==> src/hdl/gsm2u_pkg.sv <==
// gsm2u_pkg: types, tables and encoder for the GSM 03.38 to UTF-8 converter.
// Used by the interfaces and every module of the block; depends on nothing.

package gsm2u_pkg;

  localparam int GsmW      = 8;
  localparam int ByteW     = 8;
  localparam int CpW       = 14;  // widest code point is the euro sign
  localparam int BaseW     = 10;  // widest default-alphabet code point
  localparam int MaxBytes  = 3;
  localparam int CntW      = 2;
  localparam int FifoDepth = 2;
  localparam int PtrW      = $clog2(FifoDepth);

  localparam logic [GsmW-1:0]  EscCode = 8'd27;
  localparam logic [ByteW-1:0] NotRepr = 8'h3F;  // '?'

  // One request's worth of output bytes, bytes[0] goes out first
  typedef struct packed {
    logic [CntW-1:0]                   cnt;
    logic [MaxBytes-1:0][ByteW-1:0]    bytes;
  } job_t;

  // Queue head as seen by the back end
  typedef struct packed {
    logic valid;
    job_t job;
  } head_t;

  // Default alphabet, index is the septet value
  localparam logic [BaseW-1:0] BaseMap [128] = '{
    10'h040, 10'h0A3, 10'h024, 10'h0A5, 10'h0E8, 10'h0E9, 10'h0F9, 10'h0EC,
    10'h0F2, 10'h0C7, 10'h00A, 10'h0D8, 10'h0F8, 10'h00D, 10'h0C5, 10'h0E5,
    10'h394, 10'h05F, 10'h3A6, 10'h393, 10'h39B, 10'h3A9, 10'h3A0, 10'h3A8,
    10'h3A3, 10'h398, 10'h39E, 10'h03F, 10'h0C6, 10'h0E6, 10'h0DF, 10'h0C9,
    10'h020, 10'h021, 10'h022, 10'h023, 10'h0A4, 10'h025, 10'h026, 10'h027,
    10'h028, 10'h029, 10'h02A, 10'h02B, 10'h02C, 10'h02D, 10'h02E, 10'h02F,
    10'h030, 10'h031, 10'h032, 10'h033, 10'h034, 10'h035, 10'h036, 10'h037,
    10'h038, 10'h039, 10'h03A, 10'h03B, 10'h03C, 10'h03D, 10'h03E, 10'h03F,
    10'h0A1, 10'h041, 10'h042, 10'h043, 10'h044, 10'h045, 10'h046, 10'h047,
    10'h048, 10'h049, 10'h04A, 10'h04B, 10'h04C, 10'h04D, 10'h04E, 10'h04F,
    10'h050, 10'h051, 10'h052, 10'h053, 10'h054, 10'h055, 10'h056, 10'h057,
    10'h058, 10'h059, 10'h05A, 10'h0C4, 10'h0D6, 10'h0D1, 10'h0DC, 10'h0A7,
    10'h0BF, 10'h061, 10'h062, 10'h063, 10'h064, 10'h065, 10'h066, 10'h067,
    10'h068, 10'h069, 10'h06A, 10'h06B, 10'h06C, 10'h06D, 10'h06E, 10'h06F,
    10'h070, 10'h071, 10'h072, 10'h073, 10'h074, 10'h075, 10'h076, 10'h077,
    10'h078, 10'h079, 10'h07A, 10'h0E4, 10'h0F6, 10'h0F1, 10'h0FC, 10'h0E0
  };

  // Extension table lookup; bit CpW is the hit flag
  function automatic logic [CpW:0] ext_lookup(input logic [GsmW-1:0] b);
    logic [CpW:0] r;
    r = '0;
    case (b)
      8'd10:   r = {1'b1, 14'h000C};
      8'd20:   r = {1'b1, 14'h005E};
      8'd40:   r = {1'b1, 14'h007B};
      8'd41:   r = {1'b1, 14'h007D};
      8'd47:   r = {1'b1, 14'h005C};
      8'd60:   r = {1'b1, 14'h005B};
      8'd61:   r = {1'b1, 14'h007E};
      8'd62:   r = {1'b1, 14'h005D};
      8'd64:   r = {1'b1, 14'h007C};
      8'd101:  r = {1'b1, 14'h20AC};
      default: r = '0;
    endcase
    return r;
  endfunction

  // UTF-8 encoding of a code point below 0x4000
  function automatic job_t utf8_encode(input logic [CpW-1:0] cp);
    job_t j;
    j = '0;
    if (cp < 14'h0080) begin
      j.cnt      = 2'd1;
      j.bytes[0] = {1'b0, cp[6:0]};
    end else if (cp < 14'h0800) begin
      j.cnt      = 2'd2;
      j.bytes[0] = {3'b110, cp[10:6]};
      j.bytes[1] = {2'b10, cp[5:0]};
    end else begin
      j.cnt      = 2'd3;
      j.bytes[0] = {6'b111000, cp[13:12]};
      j.bytes[1] = {2'b10, cp[11:6]};
      j.bytes[2] = {2'b10, cp[5:0]};
    end
    return j;
  endfunction

endpackage

==> src/hdl/gsm2u_if.sv <==
// gsm2u_in_if / gsm2u_out_if: valid-ready channels of the converter.
// Depends on gsm2u_pkg for field widths.

interface gsm2u_in_if;
  logic                           valid;
  logic                           ready;
  logic [gsm2u_pkg::GsmW-1:0]     gsm_byte;
  logic                           last_in_message;

  modport source (output valid, output gsm_byte, output last_in_message, input ready);
  modport sink   (input valid, input gsm_byte, input last_in_message, output ready);
endinterface

interface gsm2u_out_if;
  logic                           valid;
  logic                           ready;
  logic [gsm2u_pkg::ByteW-1:0]    utf8_byte;
  logic                           last_of_run;

  modport source (output valid, output utf8_byte, output last_of_run, input ready);
  modport sink   (input valid, input utf8_byte, input last_of_run, output ready);
endinterface

==> src/hdl/gsm2u_front.sv <==
// gsm2u_front: accepts septets, tracks a pending escape and builds the
// list of UTF-8 bytes for each request. Depends on gsm2u_pkg.

module gsm2u_front (
  input  logic              clk_i,
  input  logic              rst_ni,
  input  logic [7:0]        gsm_byte_i,
  input  logic              last_i,
  input  logic              accept_i,
  output gsm2u_pkg::job_t   job_o,
  output logic              push_o
);
  import gsm2u_pkg::*;

  logic         pend_q, pend_d;
  logic [CpW:0] ext_res;
  logic         ext_hit;
  logic         is_esc_open;
  logic         base_en;
  job_t         enc_ext, enc_base, job;
  logic [CntW-1:0] base_cnt;

  // Table lookups and encodings for both paths
  assign ext_res     = ext_lookup(gsm_byte_i);
  assign ext_hit     = ext_res[CpW];
  assign enc_ext     = utf8_encode(ext_res[CpW-1:0]);
  assign enc_base    = utf8_encode({{(CpW-BaseW){1'b0}}, BaseMap[gsm_byte_i[6:0]]});
  assign is_esc_open = (gsm_byte_i == EscCode) && !last_i;
  assign base_en     = !gsm_byte_i[7] && !is_esc_open;
  assign base_cnt    = base_en ? enc_base.cnt : '0;

  // Assemble the byte list, with a leading '?' for an unresolved escape
  always_comb begin
    job    = '0;
    pend_d = pend_q;
    if (pend_q && ext_hit) begin
      job    = enc_ext;
      pend_d = 1'b0;
    end else if (pend_q) begin
      job.bytes[0] = NotRepr;
      job.bytes[1] = enc_base.bytes[0];
      job.bytes[2] = enc_base.bytes[1];
      job.cnt      = base_cnt + 2'd1;
      pend_d       = is_esc_open;
    end else begin
      job.bytes = enc_base.bytes;
      job.cnt   = base_cnt;
      pend_d    = is_esc_open;
    end
  end

  assign job_o  = job;
  assign push_o = accept_i && (job.cnt != '0);

  // Escape state
  always_ff @(posedge clk_i or negedge rst_ni) begin
    if (!rst_ni) begin
      pend_q <= 1'b0;
    end else if (accept_i) begin
      pend_q <= pend_d;
    end
  end

endmodule

==> src/hdl/gsm2u_fifo.sv <==
// gsm2u_fifo: short request queue between front and back end.
// Depends on gsm2u_pkg.

module gsm2u_fifo (
  input  logic              clk_i,
  input  logic              rst_ni,
  input  logic              push_i,
  input  gsm2u_pkg::job_t   job_i,
  output logic              full_o,
  input  logic              pop_i,
  output gsm2u_pkg::head_t  head_o
);
  import gsm2u_pkg::*;

  job_t              mem_q [FifoDepth];
  logic [PtrW-1:0]   wr_q, rd_q;
  logic [PtrW:0]     cnt_q;

  assign full_o       = (cnt_q == (PtrW+1)'(FifoDepth));
  assign head_o.valid = (cnt_q != '0);
  assign head_o.job   = mem_q[rd_q];

  // Storage, no reset needed
  always_ff @(posedge clk_i) begin
    if (push_i) begin
      mem_q[wr_q] <= job_i;
    end
  end

  // Pointers and fill count
  always_ff @(posedge clk_i or negedge rst_ni) begin
    if (!rst_ni) begin
      wr_q  <= '0;
      rd_q  <= '0;
      cnt_q <= '0;
    end else begin
      if (push_i) begin
        wr_q <= (wr_q == PtrW'(FifoDepth-1)) ? '0 : wr_q + 1'b1;
      end
      if (pop_i) begin
        rd_q <= (rd_q == PtrW'(FifoDepth-1)) ? '0 : rd_q + 1'b1;
      end
      case ({push_i, pop_i})
        2'b10:   cnt_q <= cnt_q + 1'b1;
        2'b01:   cnt_q <= cnt_q - 1'b1;
        default: cnt_q <= cnt_q;
      endcase
    end
  end

endmodule

==> src/hdl/gsm2u_back.sv <==
// gsm2u_back: walks the queued byte lists and drives the output register.
// Depends on gsm2u_pkg.

module gsm2u_back (
  input  logic               clk_i,
  input  logic               rst_ni,
  input  gsm2u_pkg::head_t   head_i,
  output logic               pop_o,
  input  logic               out_ready_i,
  output logic               out_valid_o,
  output logic [7:0]         utf8_byte_o,
  output logic               last_o
);
  import gsm2u_pkg::*;

  logic [CntW-1:0]  idx_q, idx_d;
  logic             ov_q, ov_d;
  logic [ByteW-1:0] byte_q;
  logic             last_q;
  logic             load;
  logic             final_byte;

  assign load       = head_i.valid && (!ov_q || out_ready_i);
  assign final_byte = ((idx_q + 2'd1) == head_i.job.cnt);
  assign pop_o      = load && final_byte;

  // Byte index within the current request
  always_comb begin
    idx_d = idx_q;
    if (load) begin
      idx_d = final_byte ? '0 : idx_q + 2'd1;
    end
    ov_d = load ? 1'b1 : (out_ready_i ? 1'b0 : ov_q);
  end

  always_ff @(posedge clk_i or negedge rst_ni) begin
    if (!rst_ni) begin
      idx_q <= '0;
      ov_q  <= 1'b0;
    end else begin
      idx_q <= idx_d;
      ov_q  <= ov_d;
    end
  end

  // Output payload
  always_ff @(posedge clk_i) begin
    if (load) begin
      byte_q <= head_i.job.bytes[idx_q];
      last_q <= final_byte;
    end
  end

  assign out_valid_o = ov_q;
  assign utf8_byte_o = byte_q;
  assign last_o      = last_q;

endmodule

==> src/hdl/gsm_alphabet_to_utf8.sv <==
// gsm_alphabet_to_utf8: GSM 03.38 septets in, UTF-8 bytes out.
// Accepted requests enter the queue; the output register loads from its head.
// Throughput: one output byte per cycle unless the output is stalled; a request
// gives up to 3 bytes; the single-byte output register sets that rate.
// A two-entry queue lets input be taken while output is stalled.
// Reset (rst_ni low, asynchronous) clears the escape flag, queue and output.

module gsm_alphabet_to_utf8 (
  input  logic         clk_i,
  input  logic         rst_ni,
  gsm2u_in_if.sink     in_if,
  gsm2u_out_if.source  out_if
);
  import gsm2u_pkg::*;

  job_t  job;
  head_t head;
  logic  push, pop, full, accept;

  assign in_if.ready = !full;
  assign accept      = in_if.valid && !full;

  gsm2u_front u_front (
    .clk_i      (clk_i),
    .rst_ni     (rst_ni),
    .gsm_byte_i (in_if.gsm_byte),
    .last_i     (in_if.last_in_message),
    .accept_i   (accept),
    .job_o      (job),
    .push_o     (push)
  );

  gsm2u_fifo u_fifo (
    .clk_i  (clk_i),
    .rst_ni (rst_ni),
    .push_i (push),
    .job_i  (job),
    .full_o (full),
    .pop_i  (pop),
    .head_o (head)
  );

  gsm2u_back u_back (
    .clk_i       (clk_i),
    .rst_ni      (rst_ni),
    .head_i      (head),
    .pop_o       (pop),
    .out_ready_i (out_if.ready),
    .out_valid_o (out_if.valid),
    .utf8_byte_o (out_if.utf8_byte),
    .last_o      (out_if.last_of_run)
  );

endmodule

==> src/flat_wrapper.sv <==
// flat-port wrapper written by rule: the top's interface ports become plain ports
module gsm_alphabet_to_utf8_flat import gsm2u_pkg::*;
  (clk_i, rst_ni, in_if_valid, in_if_gsm_byte, in_if_last_in_message, in_if_ready, out_if_valid, out_if_utf8_byte, out_if_last_of_run, out_if_ready);
  gsm2u_in_if in_if_i ();
  gsm2u_out_if out_if_i ();
  input  logic clk_i;
  input  logic rst_ni;
  input wire logic [$bits(in_if_i.valid)-1:0] in_if_valid;
  input wire logic [$bits(in_if_i.gsm_byte)-1:0] in_if_gsm_byte;
  input wire logic [$bits(in_if_i.last_in_message)-1:0] in_if_last_in_message;
  output wire logic [$bits(in_if_i.ready)-1:0] in_if_ready;
  output wire logic [$bits(out_if_i.valid)-1:0] out_if_valid;
  output wire logic [$bits(out_if_i.utf8_byte)-1:0] out_if_utf8_byte;
  output wire logic [$bits(out_if_i.last_of_run)-1:0] out_if_last_of_run;
  input wire logic [$bits(out_if_i.ready)-1:0] out_if_ready;
  assign in_if_i.valid = in_if_valid;
  assign in_if_i.gsm_byte = in_if_gsm_byte;
  assign in_if_i.last_in_message = in_if_last_in_message;
  assign in_if_ready = in_if_i.ready;
  assign out_if_valid = out_if_i.valid;
  assign out_if_utf8_byte = out_if_i.utf8_byte;
  assign out_if_last_of_run = out_if_i.last_of_run;
  assign out_if_i.ready = out_if_ready;
  gsm_alphabet_to_utf8 u_core (.clk_i(clk_i), .rst_ni(rst_ni), .in_if(in_if_i), .out_if(out_if_i));
endmodule
==> config.mk <==
export PLATFORM = sky130hd
export DESIGN_NAME = gsm_alphabet_to_utf8_flat
export DESIGN_NICKNAME = d
export VERILOG_FILES = /design/src/hdl/gsm2u_pkg.sv /design/src/hdl/gsm2u_if.sv /design/src/hdl/gsm2u_front.sv /design/src/hdl/gsm2u_fifo.sv /design/src/hdl/gsm2u_back.sv /design/src/hdl/gsm_alphabet_to_utf8.sv /design/src/flat_wrapper.sv
export SDC_FILE = /design/constraint.sdc
export NUM_CORES = 1
export LEC_CHECK = 0
export ABC_AREA = 1
export BUFFER_PORTS_ARGS = -buffer_cell sky130_fd_sc_hd__buf_4
export CAP_MARGIN = 15
export CORE_UTILIZATION = 50
export CTS_BUF_LIST = sky130_fd_sc_hd__clkbuf_4 sky130_fd_sc_hd__clkbuf_8
export DETAILED_ROUTE_END_ITERATION = 10
export PLACE_DENSITY = 0.68
export SETUP_SLACK_MARGIN = 0.3
export SYNTH_ARGS = -nofsm -noshare
export SYNTH_HDL_FRONTEND = slang
export SYNTH_SLANG_ARGS = --single-unit
==> constraint.sdc <==
create_clock -name clk_i -period 3.1 [get_ports clk_i]
set_clock_uncertainty 0.2 [all_clocks]
set_input_delay 0.465 -clock clk_i [delete_from_list [all_inputs] [get_ports clk_i]]
set_output_delay 0.465 -clock clk_i [all_outputs]
set_load 0.01 [all_outputs]
Word level (Yosys, flattened, before mapping)
Memory sizes are Yosys's and may differ from the RTL's. Index checks and enable logic that the tools add are counted.

Bitwise gates (word level): 1. Mux-type cells: 26. Reductions and logical operators: 17. Add/subtract/negate cells: 6. Order comparisons: 5. Equality and inequality tests: 15.

Operator list (count): 15-bit case mux with 10 select lines (1); 26-bit two-way mux (2); 8-bit by 6-bit equality test with 1-bit output, second input constant (6); 8-bit two-way mux (5); 10-bit two-way mux (2); 8-bit binary-select mux with 2-bit select (1); 8-bit by 5-bit equality test with 1-bit output, second input constant (2); 8-bit by 7-bit equality test with 1-bit output, second input constant (2); 16-bit two-way mux (1); 14-bit by 12-bit < comparator with 1-bit output, second input constant (1); 14-bit by 8-bit < comparator with 1-bit output, second input constant (1); 14-bit two-way mux (1); 10-bit by 8-bit < comparator with 1-bit output, second input constant (1); 8-bit by 4-bit equality test with 1-bit output, second input constant (1); 8-bit greater-or-equal comparator, second input constant (1); 1-bit two-way mux (8); 2-bit two-way mux (4); 7-bit inverter with 8-bit output (1); 2-bit nonzero test (4); 1-bit logical AND (7); 2-bit by 1-bit adder with 2-bit output, second input constant (3); 1-bit logical NOT (5); 2-bit equality test, second input constant (2); 2-bit case mux with 2 select lines (1); 6 further kinds (7).

Logic and storage cells: 80. Memories kept: 2. Memory bits (read-only): 1280. Register bits after elaboration: 17. RAM bits: 52. Input port bits: 13. Output and inout bits: 11.

Memories: (no name shown) (words 128, width 10, rd ports 1, clocked after Yosys merged registers in 0, wr ports 0, RTL line gsm2u_front.sv:27) `assign enc_base = utf8_encode({{(CpW-BaseW){1'b0}}, BaseMap[gsm_byte_i[6:0]]});`; u_core.u_fifo.mem_q (words 2, width 26, rd ports 1, clocked after Yosys merged registers in 0, wr ports 1, RTL line gsm2u_fifo.sv:15) `job_t mem_q [FifoDepth];`.

Longest topological paths before layout
Gate-level depths: netlist of run 1.

Word-level depth: 14. Gate-level depth with buffers: 14. Mapped depth without buffers: 13.

Modules after synthesis
Synthesis of run 1 repeated with hierarchy kept, for this count alone.

Cells, all modules: 546. Area, all modules: 4524.3 um^2.

Modules (own cells, without submodules): gsm2u_fifo (area an instance 2247.2 um^2, cells an instance 160, times used 1, sequential area each 1661.6 um^2); gsm2u_front (area an instance 1584.0 um^2, cells an instance 310, times used 1, sequential area each 25.0 um^2); gsm2u_back (area an instance 679.4 um^2, cells an instance 73, times used 1, sequential area each 345.3 um^2); gsm_alphabet_to_utf8 (area an instance 13.8 um^2, cells an instance 3, times used 1, sequential area each 0.0 um^2).

Worst setup path before layout of run 1
No wires, ideal clock.

Kind: input to register. From: in in_if_gsm_byte[4]. To: mem u_core.u_fifo.mem_q[0][0] (netlist bit), enable pin. Cell stages on the path: 8. Data required time: 2.493 ns. Arrival: 2.230 ns. Path buffers: 1. Slack: 0.263 ns. Library setup time: 0.407 ns. Cell sequence: buf_6 -> inv_6 -> nor2_8 -> nand2_1 -> nor3_1 -> nor2_1 -> o21ai_2 -> nor2_1.

Word-level cells in the longest chain between the ends: 14. Elaborated cells on any way between the ends: 34. Those cells by class: 1 x add/sub; 3 x order compare; 11 x eq/ne; 11 x mux; 1 x bitwise; 6 x reduce/logical; 1 x memory.

RTL lines: start: declaration (RTL line flat_wrapper.sv:9) `input wire logic [$bits(in_if_i.gsm_byte)-1:0] in_if_gsm_byte;`; 7-bit inverter with 8-bit output (implied by the code) (RTL line gsm2u_front.sv:27); memory 128 x 10 bit; 10-bit two-way mux (implied by the code) (2 in series) (RTL line gsm2u_front.sv:27); 10-bit by 8-bit < comparator with 1-bit output (RTL line gsm2u_pkg.sv:74) `if (cp < 14'h0080) begin`; 2-bit two-way mux (RTL line gsm2u_pkg.sv:74); 2-bit two-way mux (RTL line gsm2u_front.sv:30) `assign base_cnt = base_en ? enc_base.cnt : '0;`; 2-bit by 1-bit adder with 2-bit output (RTL line gsm2u_front.sv:43) `job.cnt = base_cnt + 2'd1;`; 26-bit two-way mux (RTL line gsm2u_front.sv:39) `end else if (pend_q) begin`; 26-bit two-way mux * (RTL line gsm2u_front.sv:36) `if (pend_q && ext_hit) begin`; 2-bit nonzero test * (RTL line gsm2u_front.sv:53) `assign push_o = accept_i && (job.cnt != '0);`; 1-bit logical AND * (RTL line gsm2u_front.sv:53); 1-bit two-way mux * (RTL line gsm2u_fifo.sv:25) `if (push_i) begin`; 1-bit two-way mux (implied by the code) * (RTL line gsm2u_fifo.sv:26) `mem_q[wr_q] <= job_i;`; end: declaration (RTL line gsm2u_fifo.sv:15).

Mark *: on every way between the ends. The rest lies on a longest branch, timed or not. The select of a mux whose other input is x is not followed.

Worst setup path in the final report of run 1
From: reg u_core.u_fifo.rd_q. To: reg u_core.u_fifo.cnt_q[1].

Word-level cells in the longest chain between the ends: 5. Elaborated cells on any way between the ends: 7. Those cells by class: 3 x eq/ne; 1 x mux; 2 x reduce/logical; 1 x memory.

RTL lines: start: declaration (RTL line gsm2u_fifo.sv:16) `logic [PtrW-1:0] wr_q, rd_q;`; start signal: assignment (RTL line gsm2u_fifo.sv:41) `rd_q <= (rd_q == PtrW'(FifoDepth-1)) ? '0 : rd_q + 1'b1;`; memory 2 x 26 bit *; 2-bit equality test * (RTL line gsm2u_back.sv:24) `assign final_byte = ((idx_q + 2'd1) == head_i.job.cnt);`; net u_core.u_back.final_byte (RTL line gsm2u_back.sv:21) `logic final_byte;`; 1-bit logical AND * (RTL line gsm2u_back.sv:25) `assign pop_o = load && final_byte;`; net u_core.pop (RTL line gsm_alphabet_to_utf8.sv:18) `logic push, pop, full, accept;`; 2-bit by 1-bit equality test with 1-bit output or 2-bit equality test (tied branches) (RTL line gsm2u_fifo.sv:43) `case ({push_i, pop_i})`; 2-bit case mux with 2 select lines or 2-bit nonzero test (tied branches); end signal: assignment (RTL line gsm2u_fifo.sv:44) `2'b10: cnt_q <= cnt_q + 1'b1;`; end signal: assignment (RTL line gsm2u_fifo.sv:45) `2'b01: cnt_q <= cnt_q - 1'b1;`; end signal: assignment (RTL line gsm2u_fifo.sv:46) `default: cnt_q <= cnt_q;`; end: declaration (RTL line gsm2u_fifo.sv:17) `logic [PtrW:0] cnt_q;`.

Mark *: on every way through the listed nets, which the timed path passes. The rest lies on a longest branch. A chain may end at the register's enable or synchronous reset.

==> results.ini, run 1 <==
[synth]
synth_compound_area_frac = 0.142
ys_ff_latch = 67
synthArstFlopShare = 0.119
avgSynthCellArea_sq_um = 8.42
yosys-top-cells-area = edfxtp_1 (43%), nand2_1 (11%), o21ai_0 (6.5%)
synthCells = 486
netlist_area_sq_um = 4090
synth_cell_types = 43
netlist.area_leader.share = 0.433
synth_mux_area_frac = 0
synth_commonest_cells = nand2_1 (115), edfxtp_1 (59), nor2_1 (58)
synthAdderAreaFrac = 0.0275
synth-simple-area-share = 0.267
synth_top_family_by_area = simple AND/OR/NAND/NOR gates
syn_nets = 508
ys_seq_area_frac = 0.482
synth_most_common_cell = nand2_1
synthXorXnorAreaFrac = 0.0128
synthFlopType = edfxtp_1
synth_edf_count = 59
yosys_warnings = 0
synth_top_area_cell = edfxtp_1

[clock_network]
cts_buffers = 9
cts_root_buffer = clkbuf_8
cts_resized = 0
clkSlewWorstSetupHoldPaths_ps = 70
clock_sinks = 67
ctsLongestPathBuffers = 2
tritoncts = done
clkLatencyLatePin_ps = 340
cts_setup_buffers = 0
htree_levels = 3

[placed_design]
place.port_buffers = 23
dp_hpwl_um = 7580
gp_congestion = 0.990

[worst_setup_path]
rr_startpoint = u_core.u_fifo.rd_q
reg2reg_setup_slack_ps = 630
worstRegToRegCells = 12
setup.worst_path.start_class = flip-flop
critPathLaunch = u_core.u_fifo.rd_q
r2r-end = u_core.u_fifo.cnt_q[1]
endpoint = u_core.u_fifo.cnt_q[1]
crit_required_ps = 3130
endpoint_kind = flip-flop
critPathKind = flip-flop to flip-flop
arrival_ps = 2500
worstPathMaxFanout = 26

[floorplanning]
boundaryPins = 24
dieArea_sq_um = 8550
start_util = 0.524
coreArea_sq_um = 7810
die_w_um = 92.4
rows = 32
die_h_um = 92.4

[power]
seqPwrFrac = 0.433
intPower_w = 0.00194
swShare = 0.367
power_leakage_nw = 1.93
powerDensity_nw_per_um2 = 677
p_sw_w = 0.00112
combPwrFrac = 0.364
ir_drop_mv = 0.382
power.share.clock = 0.203

[hold_path]
holdCritStartpoint = out_if_ready
hp-class = input pin to flip-flop

[sta]
setup_viol_count_final = 0
finalMaxSlewViolations = 0
max_slew.worst_pin.slew_ps = 571
finalSetupTns_ps = 0
maxClockFrequency_mhz = 405
rsz0062_at_grt = false
period_share = 0.797
hold_viol_final = 0
timing.slew.headroom = 0.619
fin_hold_ws_ps = 127
min_period_ps = 2470

[drt]
drt_first_pass_iters = 5
wl_per_cell_um = 16.5
drc = 0
wl_um = 10300
vias = 3519
drt_iter0_drc = 339
vias_per_cell = 5.68
ant_nets = 0

[finish]
drive_gt1_frac = 0.178
n_antenna_cell = 0
finalCoreUtilization = 0.580
regArea_sq_um = 1970
fillers = 713
multi_input_area_sq_um = 1850
area_delta_synth_final_pct = 10.7
finalNetCount = 535

[job]
drv_cap = 0

[global_route]
grt_pass1_vias = 3413
grt_max_degree = 27
track_usage = 0.259
grt_first_pass_wirelength_um = 16900
antenna_found_initial = 0
overflow = 0

[outcome]
outcome = complete, no violations

-- per-layer routing --
metal	up-vias	GRT usage	wire, um
met1	1623	0.315	4270
met4	0	0.163	482
met3	43	0.0328	474
li1	1707	-	-
met2	146	0.436	5030
met5	-	0	0
-- logic make-up after synthesis --
logic type	count (synthesis)
flops	67
compound gates	105
buf+inv	58
simple gates	241
fa+ha+maj	9
xor+xnor	6
-- how the worst min path moves through the flow --
stage,end,slack [ps],cells past startpoint
after floorplan,u_core.u_back.idx_q[0],-30,0
after global placement,u_core.u_back.out_valid_o,90,1
after detailed placement,u_core.u_back.out_valid_o,90,1
after CTS,u_core.u_back.out_valid_o,120,2
after global routing,u_core.u_back.out_valid_o,130,2
final,u_core.u_back.out_valid_o,130,2
-- what timing repair did --
item | in CTS | in global routing
hold endpoints to repair | 8 | 0
hold buffers | 1 | 0
setup endpoints to repair | 0 | 0
-- area by class of cell --
cell class | count | area share
well taps | 102 | 0.0282
multi-input cells | 361 | 0.408
inverters | 41 | 0.0362
flip-flops and latches | 67 | 0.436
clock inverters | 7 | 0.00967
repair buffers | 33 | 0.0553
clock buffers | 9 | 0.0274
-- worst max-delay path: stages (launching register included) --
cell	delay [ps]
dfrtp_1	360
buf_4	280
nand2_1	90
nand2_1	100
xor2_1	140
inv_1	60
nor2_1	160
inv_2	50
nor2_1	250
ha_1	310
a21oi_1	120
o21ai_0	110
xnor2_1	130
-- layout by cell type (no fill, tap or decap), types with 3 or more instances in the layout --
cell type,n
nor2_2,7
nor2_4,5
dfrtp_1,8
nor3_1,5
inv_2,12
xnor2_1,3
nand2_1,115
o22ai_1,9
nand4_1,6
nand3_1,29
o21ai_1,8
a21oi_1,22
clkbuf_8,9
inv_1,26
edfxtp_1,59
ha_1,9
nand2_2,8
nor2_1,56
xor2_1,3
buf_4,32
clkinv_2,3
o21ai_0,53
-- sequential cells by signal (all words and copies together) (netlist names) --
signal and count:
u_core.u_fifo.mem_q 50, u_core.u_back.utf8_byte_o 8, u_core.u_fifo.cnt_q 2, u_core.u_back.last_o 1, u_core.u_back.idx_q 2, u_core.u_back.out_valid_o 1
u_core.u_front.pend_q 1, u_core.u_fifo.wr_q 1, u_core.u_fifo.rd_q 1
-- through the flow --
| stage | power (W) | instances | setup WS (ps) | instance area (sq um) |
|---|---|---|---|---|
| after floorplan | 0.00207 | 486 | 263 | 4090 |
| after global placement | 0.00244 | 603 | 398 | 4350 |
| after detailed placement | 0.00247 | 603 | 372 | 4350 |
| after CTS | 0.00308 | 620 | 634 | 4530 |
| after global routing | 0.00327 | 620 | 439 | 4530 |
| final | 0.00306 | 620 | 629 | 4530 |
-- power groups by stage --
stage          Clock [W]  Sequential (W)  Combinational, W
5_1_grt         0.000670         0.00135           0.00125
2_1_floorplan          0         0.00136          0.000705
3_5_place_dp           0         0.00135           0.00112
4_1_cts         0.000629         0.00133           0.00113
6_report        0.000622         0.00133           0.00112
3_3_place_gp           0         0.00134           0.00110
Note: power is estimated with default switching activity, not from simulation.
==> run 2: changes to the inputs <==
--- a/config.mk
+++ b/config.mk
@@ -5,13 +5,13 @@
 export SDC_FILE = /design/constraint.sdc
 export NUM_CORES = 1
 export LEC_CHECK = 0
-export ABC_AREA = 1
+export ABC_AREA = 0
 export BUFFER_PORTS_ARGS = -buffer_cell sky130_fd_sc_hd__buf_4
 export CAP_MARGIN = 15
 export CORE_UTILIZATION = 50
 export CTS_BUF_LIST = sky130_fd_sc_hd__clkbuf_4 sky130_fd_sc_hd__clkbuf_8
 export DETAILED_ROUTE_END_ITERATION = 10
-export PLACE_DENSITY = 0.68
+export PLACE_DENSITY = 0.7
 export SETUP_SLACK_MARGIN = 0.3
 export SYNTH_ARGS = -nofsm -noshare
 export SYNTH_HDL_FRONTEND = slang
==> constraint.sdc (replaced) <==
create_clock -name clk_i -period 2.2 [get_ports clk_i]
set_clock_uncertainty 0.2 [all_clocks]
set_input_delay 0.33 -clock clk_i [delete_from_list [all_inputs] [get_ports clk_i]]
set_output_delay 0.33 -clock clk_i [all_outputs]
set_load 0.01 [all_outputs]
==> run 2 against run 1 <==
Effect of this change:
- the flow now finishes with violations (setup timing)
- worst setup slack lost 650 ps
- clock power grew 58%
- sequential power grew 42%
- total power grew 69%
- synthesized cell count shrank 22%
- flip-flop and latch count is the same
- non-clock buffer count grew 123
- cell count grew 0.81%
- cell area grew 43%
- largest power group is now combinational cells
- synthesized area grew 0.12%
- critical path depth shrank 2
==> results.ini, run 2 <==
[clock_network]
ctsLongestPathBuffers = 2  ; unchanged
tritoncts = done
clkLatencyLatePin_ps = 350  ; about the same
cts_buffers = 9  ; unchanged
clock_sinks = 67  ; unchanged
htree_levels = 3  ; unchanged
clkSlewWorstSetupHoldPaths_ps = 70  ; about the same
cts_root_buffer = clkbuf_8

[synth]
netlist_area_sq_um = 4100  ; +0.12%
synth_most_common_cell = edfxtp_1
synth-simple-area-share = 0.144  ; -0.124
synthAdderAreaFrac = 0.0275  ; -0.0000336
synth_compound_area_frac = 0.187  ; +0.0444
synthCells = 380  ; -22%
syn_nets = 402  ; -21%
synth_commonest_cells = edfxtp_1 (59), nand2_1 (26), o21ai_0 (24)
ys_seq_area_frac = 0.482  ; -0.000589
synthXorXnorAreaFrac = 0.0171  ; +0.00426
synth_mux_area_frac = 0.0941  ; +0.0941
synthFlopType = edfxtp_1
ys_ff_latch = 67  ; unchanged
synth_top_area_cell = edfxtp_1
netlist.area_leader.share = 0.433  ; -0.000529
yosys-top-cells-area = edfxtp_1 (43%), dfrtp_1 (4.9%), mux4_2 (4.4%)
avgSynthCellArea_sq_um = 10.8  ; +28%
synth_top_family_by_area = compound AO/OA/AOI/OAI gates
synth_edf_count = 59  ; unchanged
synthArstFlopShare = 0.119  ; unchanged
synth_cell_types = 65  ; +51%
yosys_warnings = 0  ; unchanged

[outcome]
outcome = finished with violations
violations = setup timing

[finish]
area_delta_synth_final_pct = 58.1
finalNetCount = 540  ; +0.93%
n_antenna_cell = 0  ; unchanged
largest_reg_flops = 50  ; unchanged
fillers = 391  ; -45%
stdcell_area_sq_um = 6470  ; +43%
top_register = u_core.u_fifo.mem_q
finalCoreUtilization = 0.829  ; +0.249
mostFrequentLayoutCell = buf_4
final_cell_mix = buf_4 (112), edfxtp_1 (59), buf_6 (28), nand2_1 (21), inv_1 (13)
regArea_sq_um = 1970  ; +0.13%
multi_input_area_sq_um = 2630  ; +43%
drive_gt1_frac = 0.551  ; +0.373

[floorplanning]
coreArea_sq_um = 7810  ; unchanged
start_util = 0.525  ; +0.000641
rows = 32  ; unchanged
dieArea_sq_um = 8560  ; +0.12%
die_h_um = 92.5  ; about the same
die_w_um = 92.5  ; about the same
boundaryPins = 24  ; unchanged

[job]
drv_cap = 0  ; unchanged

[sta]
period_share = 1.01
finalMaxSlewViolations = 0  ; unchanged
min_period_ps = 2220
max_slew.worst_pin.slew_ps = 624  ; +52.7 ps
rsz0062_at_grt = true
worst_slack_ps = -21.5  ; -651 ps
timing.slew.headroom = 0.584  ; -0.0352
maxClockFrequency_mhz = 450
setup_viol_count_final = 2  ; +2
hold_viol_final = 0  ; unchanged

[global_route]
overflow = 0  ; unchanged
grt_pass1_vias = 3811  ; +12%
track_usage = 0.306  ; +0.0468
grt_first_pass_wirelength_um = 19700  ; +16%
antenna_found_initial = 0  ; unchanged
grt_max_degree = 26  ; -3.7%

[placed_design]
placed_cell_area_sq_um = 5140  ; +18%
dp_hpwl_um = 8340  ; +10%
gp_congestion = 0.973  ; -1.7%
place.port_buffers = 23  ; unchanged

[drt]
wl_um = 13500  ; +32%
vias = 3856  ; +9.6%
drc = 0  ; unchanged
ant_nets = 0  ; unchanged
drt_first_pass_iters = 5  ; unchanged
drt_iter0_drc = 275  ; -19%
vias_per_cell = 6.17  ; +8.7%
wl_per_cell_um = 21.6  ; +31%

[worst_setup_path]
slowest_delay_ps = 380  ; +20 ps
arrival_ps = 2130  ; -370 ps
critPathKind = input pin to flip-flop
crit_family = simple AND/OR/NAND/NOR gates
path_cells = buf_12 -> clkinv_8 -> ha_4 -> or3b_4 -> a211o_1 -> a41o_4 -> nand3_4 -> buf_6 -> o221ai_2 -> and2_4
endpoint_kind = flip-flop
setup.worst_path.start_class = input pin
crit_slowest_cell = or3b_4
crit_required_ps = 2100  ; -1030 ps
worstPathMaxFanout = 7  ; -73%
critPathBufInv = 3  ; unchanged

[hold_path]
hp-class = input pin to flip-flop

[power]
ir_drop_mv = 0.389  ; +1.9%
powerDensity_nw_per_um2 = 799  ; +18%
power_leakage_nw = 2.51  ; +30%

run 2: worst register-to-register path: cells and delay by family, from the launching register on:
kind / cells / cell delay [ps]
adders and majority gates: 1 / 210
and+or+nand+nor: 2 / 330
DFF: 1 / 410
muxes: 2 / 570
xor gates and xnor gates: 2 / 410
run 2: per-layer routing:
layer | up-vias | GRT usage | share of wire | wire [um]
met5 | - | 0 | 0 | 0
met2 | 170 | 0.552 | 0.53 | 7200
li1 | 1741 | - | - | -
met1 | 1893 | 0.348 | 0.37 | 5020
met4 | 0 | 0.161 | 0.049 | 665
met3 | 52 | 0.0435 | 0.045 | 613
run 2: worst paths after layout:
check                                           from                        end  depth (start not counted)  slack, ps
setup reg to reg                  u_core.u_fifo.rd_q     u_core.u_fifo.cnt_q[1]                          7         10
setup / recovery                   in_if_gsm_byte[1]  u_core.u_fifo.mem_q[0][8]                         10        -20
max in group asynchronous                     rst_ni     u_core.u_fifo.cnt_q[0]                          2       1490
hold reg to reg            u_core.u_back.out_valid_o  u_core.u_back.out_valid_o                          2        340
hold / removal                          out_if_ready  u_core.u_back.out_valid_o                          3         90
min in group asynchronous                     rst_ni     u_core.u_back.idx_q[1]                          2        150
run 2: metrics by stage:
stage / total power (W) / hold WS (ps) / instances / setup TNS (ps) / setup slack, ps
after CTS: 0.00481 / 61.5 / 610 / 0 / 29.2
after global routing: 0.00539 / 88.5 / 625 / -529 / -57.3
after floorplan: 0.00290 / -166 / 380 / -12610 / -365
after global placement: 0.00351 / -46.8 / 574 / -31600 / -454
final: 0.00517 / 86.0 / 625 / -37.0 / -21.5
after detailed placement: 0.00359 / -42.9 / 574 / -33290 / -496
run 2: cell type report:
cell class / count / area share
Timing Repair Buffer: 156 / 0.227
Clock buffer: 10 / 0.0203
Sequential cell: 67 / 0.305
Tap cell: 102 / 0.0197
Inverter: 17 / 0.0126
Multi-Input combinational cell: 267 / 0.406
Clock inverter: 6 / 0.00870
run 2: cell families after synthesis:
group	count (synthesis)
AO/OA/AOI/OAI	111
XOR/XNOR	8
adder cells (fa/ha/maj)	9
buffers and inverters	46
flip-flops	67
multiplexers	28
AND/OR/NAND/NOR	111
run 2: what timing repair did:
| action | in CTS | in global routing |
|---|---|---|
| gates cloned | 2 | 0 |
| pin swaps | 28 | 50 |
| hold buffers | 1 | 0 |
| setup buffers | 17 | 15 |
| hold endpoints to repair | 8 | 0 |
| endpoints found under the setup margin | 106 | 113 |
| gates resized for setup | 78 | 101 |
run 2: report_power, final:
group	total [W]	leakage, nW	internal, W	switching [W]
registers	0.00189	0.645	0.00174	0.000144
clock network	0.000982	0.0969	0.000526	0.000457
logic	0.00231	1.77	0.00119	0.00112
==> run 3: changes to the inputs <==
--- a/config.mk
+++ b/config.mk
@@ -12,6 +12,7 @@
 export CTS_BUF_LIST = sky130_fd_sc_hd__clkbuf_4 sky130_fd_sc_hd__clkbuf_8
 export DETAILED_ROUTE_END_ITERATION = 10
 export PLACE_DENSITY = 0.7
+export RECOVER_POWER = 50
 export SETUP_SLACK_MARGIN = 0.3
 export SYNTH_ARGS = -nofsm -noshare
 export SYNTH_HDL_FRONTEND = slang
==> run 3 against run 2 <==
Effect of this change:
- the flow still finishes with violations (setup timing)
- sequential share of layout area increased by 0.27 points
- clock power about the same
- core utilization decreased by 0.72 points
- die area unchanged
- clock-buffer cell count unchanged
- flip-flop and latch count unchanged
- global-route usage unchanged
- first-iteration DRC count decreased by 1.5%
- via count increased by 0.49%
- wire length decreased by 0.24%
- largest power group unchanged
- total power decreased by 1.6%
==> results.ini, run 3 (synthesis gave the netlist of run 2 again) <==
[outcome]
outcome = finished with violations
violations = setup timing

[worst_setup_path]
worstPathMaxFanout = 6  ; -1
endpoint_kind = flip-flop
crit_family = buffers and inverters
critPathKind = input pin to flip-flop
path_common_cell = buf_6
endpoint = u_core.u_fifo.mem_q[0][24]
setup.worst_path.start_class = input pin
rr_startpoint = u_core.u_fifo.rd_q
path_cells = buf_12 -> buf_6 -> buf_6 -> ha_4 -> nor3b_1 -> a21oi_1 -> o21bai_2 -> buf_6 -> nor2_4 -> buf_6 -> buf_16
crit_slowest_cell = a21oi_1
reg2reg_setup_slack_ps = 10  ; about the same
worstRegToRegCells = 7  ; unchanged
critPathLaunch = in_if_gsm_byte[1]
slowest_delay_ps = 350  ; -30 ps
critPathBufInv = 6  ; +3
crit_required_ps = 2060  ; -40 ps
arrival_ps = 2130  ; about the same
r2r-end = u_core.u_fifo.cnt_q[1]
crit_cells = 11  ; +1

[floorplanning]
die_h_um = 92.5  ; unchanged
boundaryPins = 24  ; unchanged
die_w_um = 92.5  ; unchanged
rows = 32  ; unchanged
start_util = 0.525  ; unchanged
coreArea_sq_um = 7810  ; unchanged
dieArea_sq_um = 8560  ; unchanged

[global_route]
antenna_found_initial = 0  ; unchanged
grt_max_degree = 26  ; unchanged
track_usage = 0.306  ; unchanged
overflow = 0  ; unchanged
grt_pass1_vias = 3811  ; unchanged
grt_first_pass_wirelength_um = 19700  ; unchanged

[power]
ir_drop_mv = 0.386  ; -0.79%
powerDensity_nw_per_um2 = 793  ; -0.72%
power_leakage_nw = 2.47  ; -1.9%

[finish]
multi_input_area_sq_um = 2620  ; -0.57%
finalCoreUtilization = 0.822  ; -0.00721
fillers = 410  ; +4.9%
finalNetCount = 540  ; unchanged
n_antenna_cell = 0  ; unchanged
drive_gt1_frac = 0.526  ; -0.0249
final_cell_mix = buf_4 (101), edfxtp_1 (59), buf_6 (28), nand2_1 (21), inv_1 (13)
top_register = u_core.u_fifo.mem_q
mostFrequentLayoutCell = buf_4
regArea_sq_um = 1970  ; unchanged
largest_reg_flops = 50  ; unchanged
area_delta_synth_final_pct = 56.7

[sta]
timing.slew.headroom = 0.577  ; -0.00723
max_slew.worst_pin.slew_ps = 635  ; +10.8 ps
rsz0062_at_grt = true
setup_viol_count_final = 51  ; +49
finalSetupTns_ps = -2270  ; -2230 ps
finalMaxSlewViolations = 0  ; unchanged
hold_viol_final = 0  ; unchanged
maxClockFrequency_mhz = 440  ; -2.4%
min_period_ps = 2280  ; +53.5 ps
worst_slack_ps = -75.0  ; -53.5 ps
period_share = 1.03  ; +0.0243

[drt]
drt_first_pass_iters = 5  ; unchanged
drt_iter0_drc = 271  ; -1.5%
wl_per_cell_um = 21.6  ; -0.24%
vias = 3875  ; +0.49%
drc = 0  ; unchanged
ant_nets = 0  ; unchanged
wl_um = 13500  ; -0.24%
vias_per_cell = 6.20  ; +0.49%

[placed_design]
place.port_buffers = 23  ; unchanged
gp_congestion = 0.973  ; unchanged
dp_slack_ps = -496  ; unchanged
dp_hpwl_um = 8340  ; unchanged

[clock_network]
htree_levels = 3  ; unchanged
ctsLongestPathBuffers = 2  ; unchanged
clkLatencyLatePin_ps = 340  ; about the same
cts_buffers = 9  ; unchanged
tritoncts = done
clkSlewWorstSetupHoldPaths_ps = 70  ; about the same
cts_root_buffer = clkbuf_8
clock_sinks = 67  ; unchanged

[hold_path]
hp-class = input pin to flip-flop

[job]
drv_cap = 0  ; unchanged

==> run 3: changes by cell type in the layout (fill, tap and decap cells not counted) <==
cell | before | now
a21oi_2 | 4 | 3
nor3b_1 | 1 | 2
clkbuf_1 | 0 | 11
nor3b_4 | 1 | 0
a21oi_1 | 8 | 9
buf_4 | 112 | 101
==> run 3: report_power, final <==
group / leakage (nW) / internal (W) / switching, W
Sequential: 0.645 / 0.00174 / 0.000141
Clock: 0.0969 / 0.000526 / 0.000454
Combinational: 1.73 / 0.00111 / 0.00112
Total: 2.47 / 0.00338 / 0.00171
==> run 3: worst min-delay path: stages <==
cell      delay [ps]
buf_4             80
nand2b_1         120
nand2_1           60
==> run 3: worst min-delay path by stage <==
stage	from	end	slack, ps	cells after the start
after floorplan	rst_ni	u_core.u_back.idx_q[0]	-170	0
after global placement	rst_ni	u_core.u_back.idx_q[1]	-50	1
after detailed placement	rst_ni	u_core.u_back.idx_q[1]	-40	1
after CTS	out_if_ready	u_core.u_back.out_valid_o	60	3
after global routing	out_if_ready	u_core.u_back.out_valid_o	90	3
final	out_if_ready	u_core.u_back.out_valid_o	90	3
==> run 3: repair_timing <==
action | CTS | global route
setup endpoints to repair | 106 | 113
endpoints found under the hold margin | 8 | 0
setup buffers | 17 | 15
cloned | 2 | 0
hold buffers | 1 | 0
pin swaps | 28 | 50
resized for setup | 78 | 101
==> run 3: layout make-up <==
| type | count | share of cell area |
|---|---|---|
| tap | 102 | 0.0199 |
| sequential | 67 | 0.308 |
| clock buffer | 10 | 0.0205 |
| inverter | 17 | 0.0127 |
| timing repair buffer | 156 | 0.223 |
| multi-input combinational | 267 | 0.408 |
| clock inverter | 6 | 0.00877 |
==> run 3: metrics by stage <==
| stage | hold slack [ps] | cells | cell area [sq um] | power (W) |
|---|---|---|---|---|
| 2_1_floorplan | -166 | 380 | 4220 | 0.00290 |
| 3_3_place_gp | -46.8 | 574 | 5140 | 0.00351 |
| 3_5_place_dp | -42.9 | 574 | 5140 | 0.00359 |
| 4_1_cts | 61.5 | 610 | 5910 | 0.00481 |
| 5_1_grt | 88.5 | 625 | 6420 | 0.00531 |
| 6_report | 90.3 | 625 | 6420 | 0.00509 |
==> run 3: per-layer routing <==
metal | track usage | part of all wire | vias to the layer above
li1 | - | - | 1735
met5 | 0 | 0 | -
met3 | 0.0435 | 0.047 | 56
met1 | 0.348 | 0.37 | 1910
met4 | 0.161 | 0.049 | 0
met2 | 0.552 | 0.53 | 174
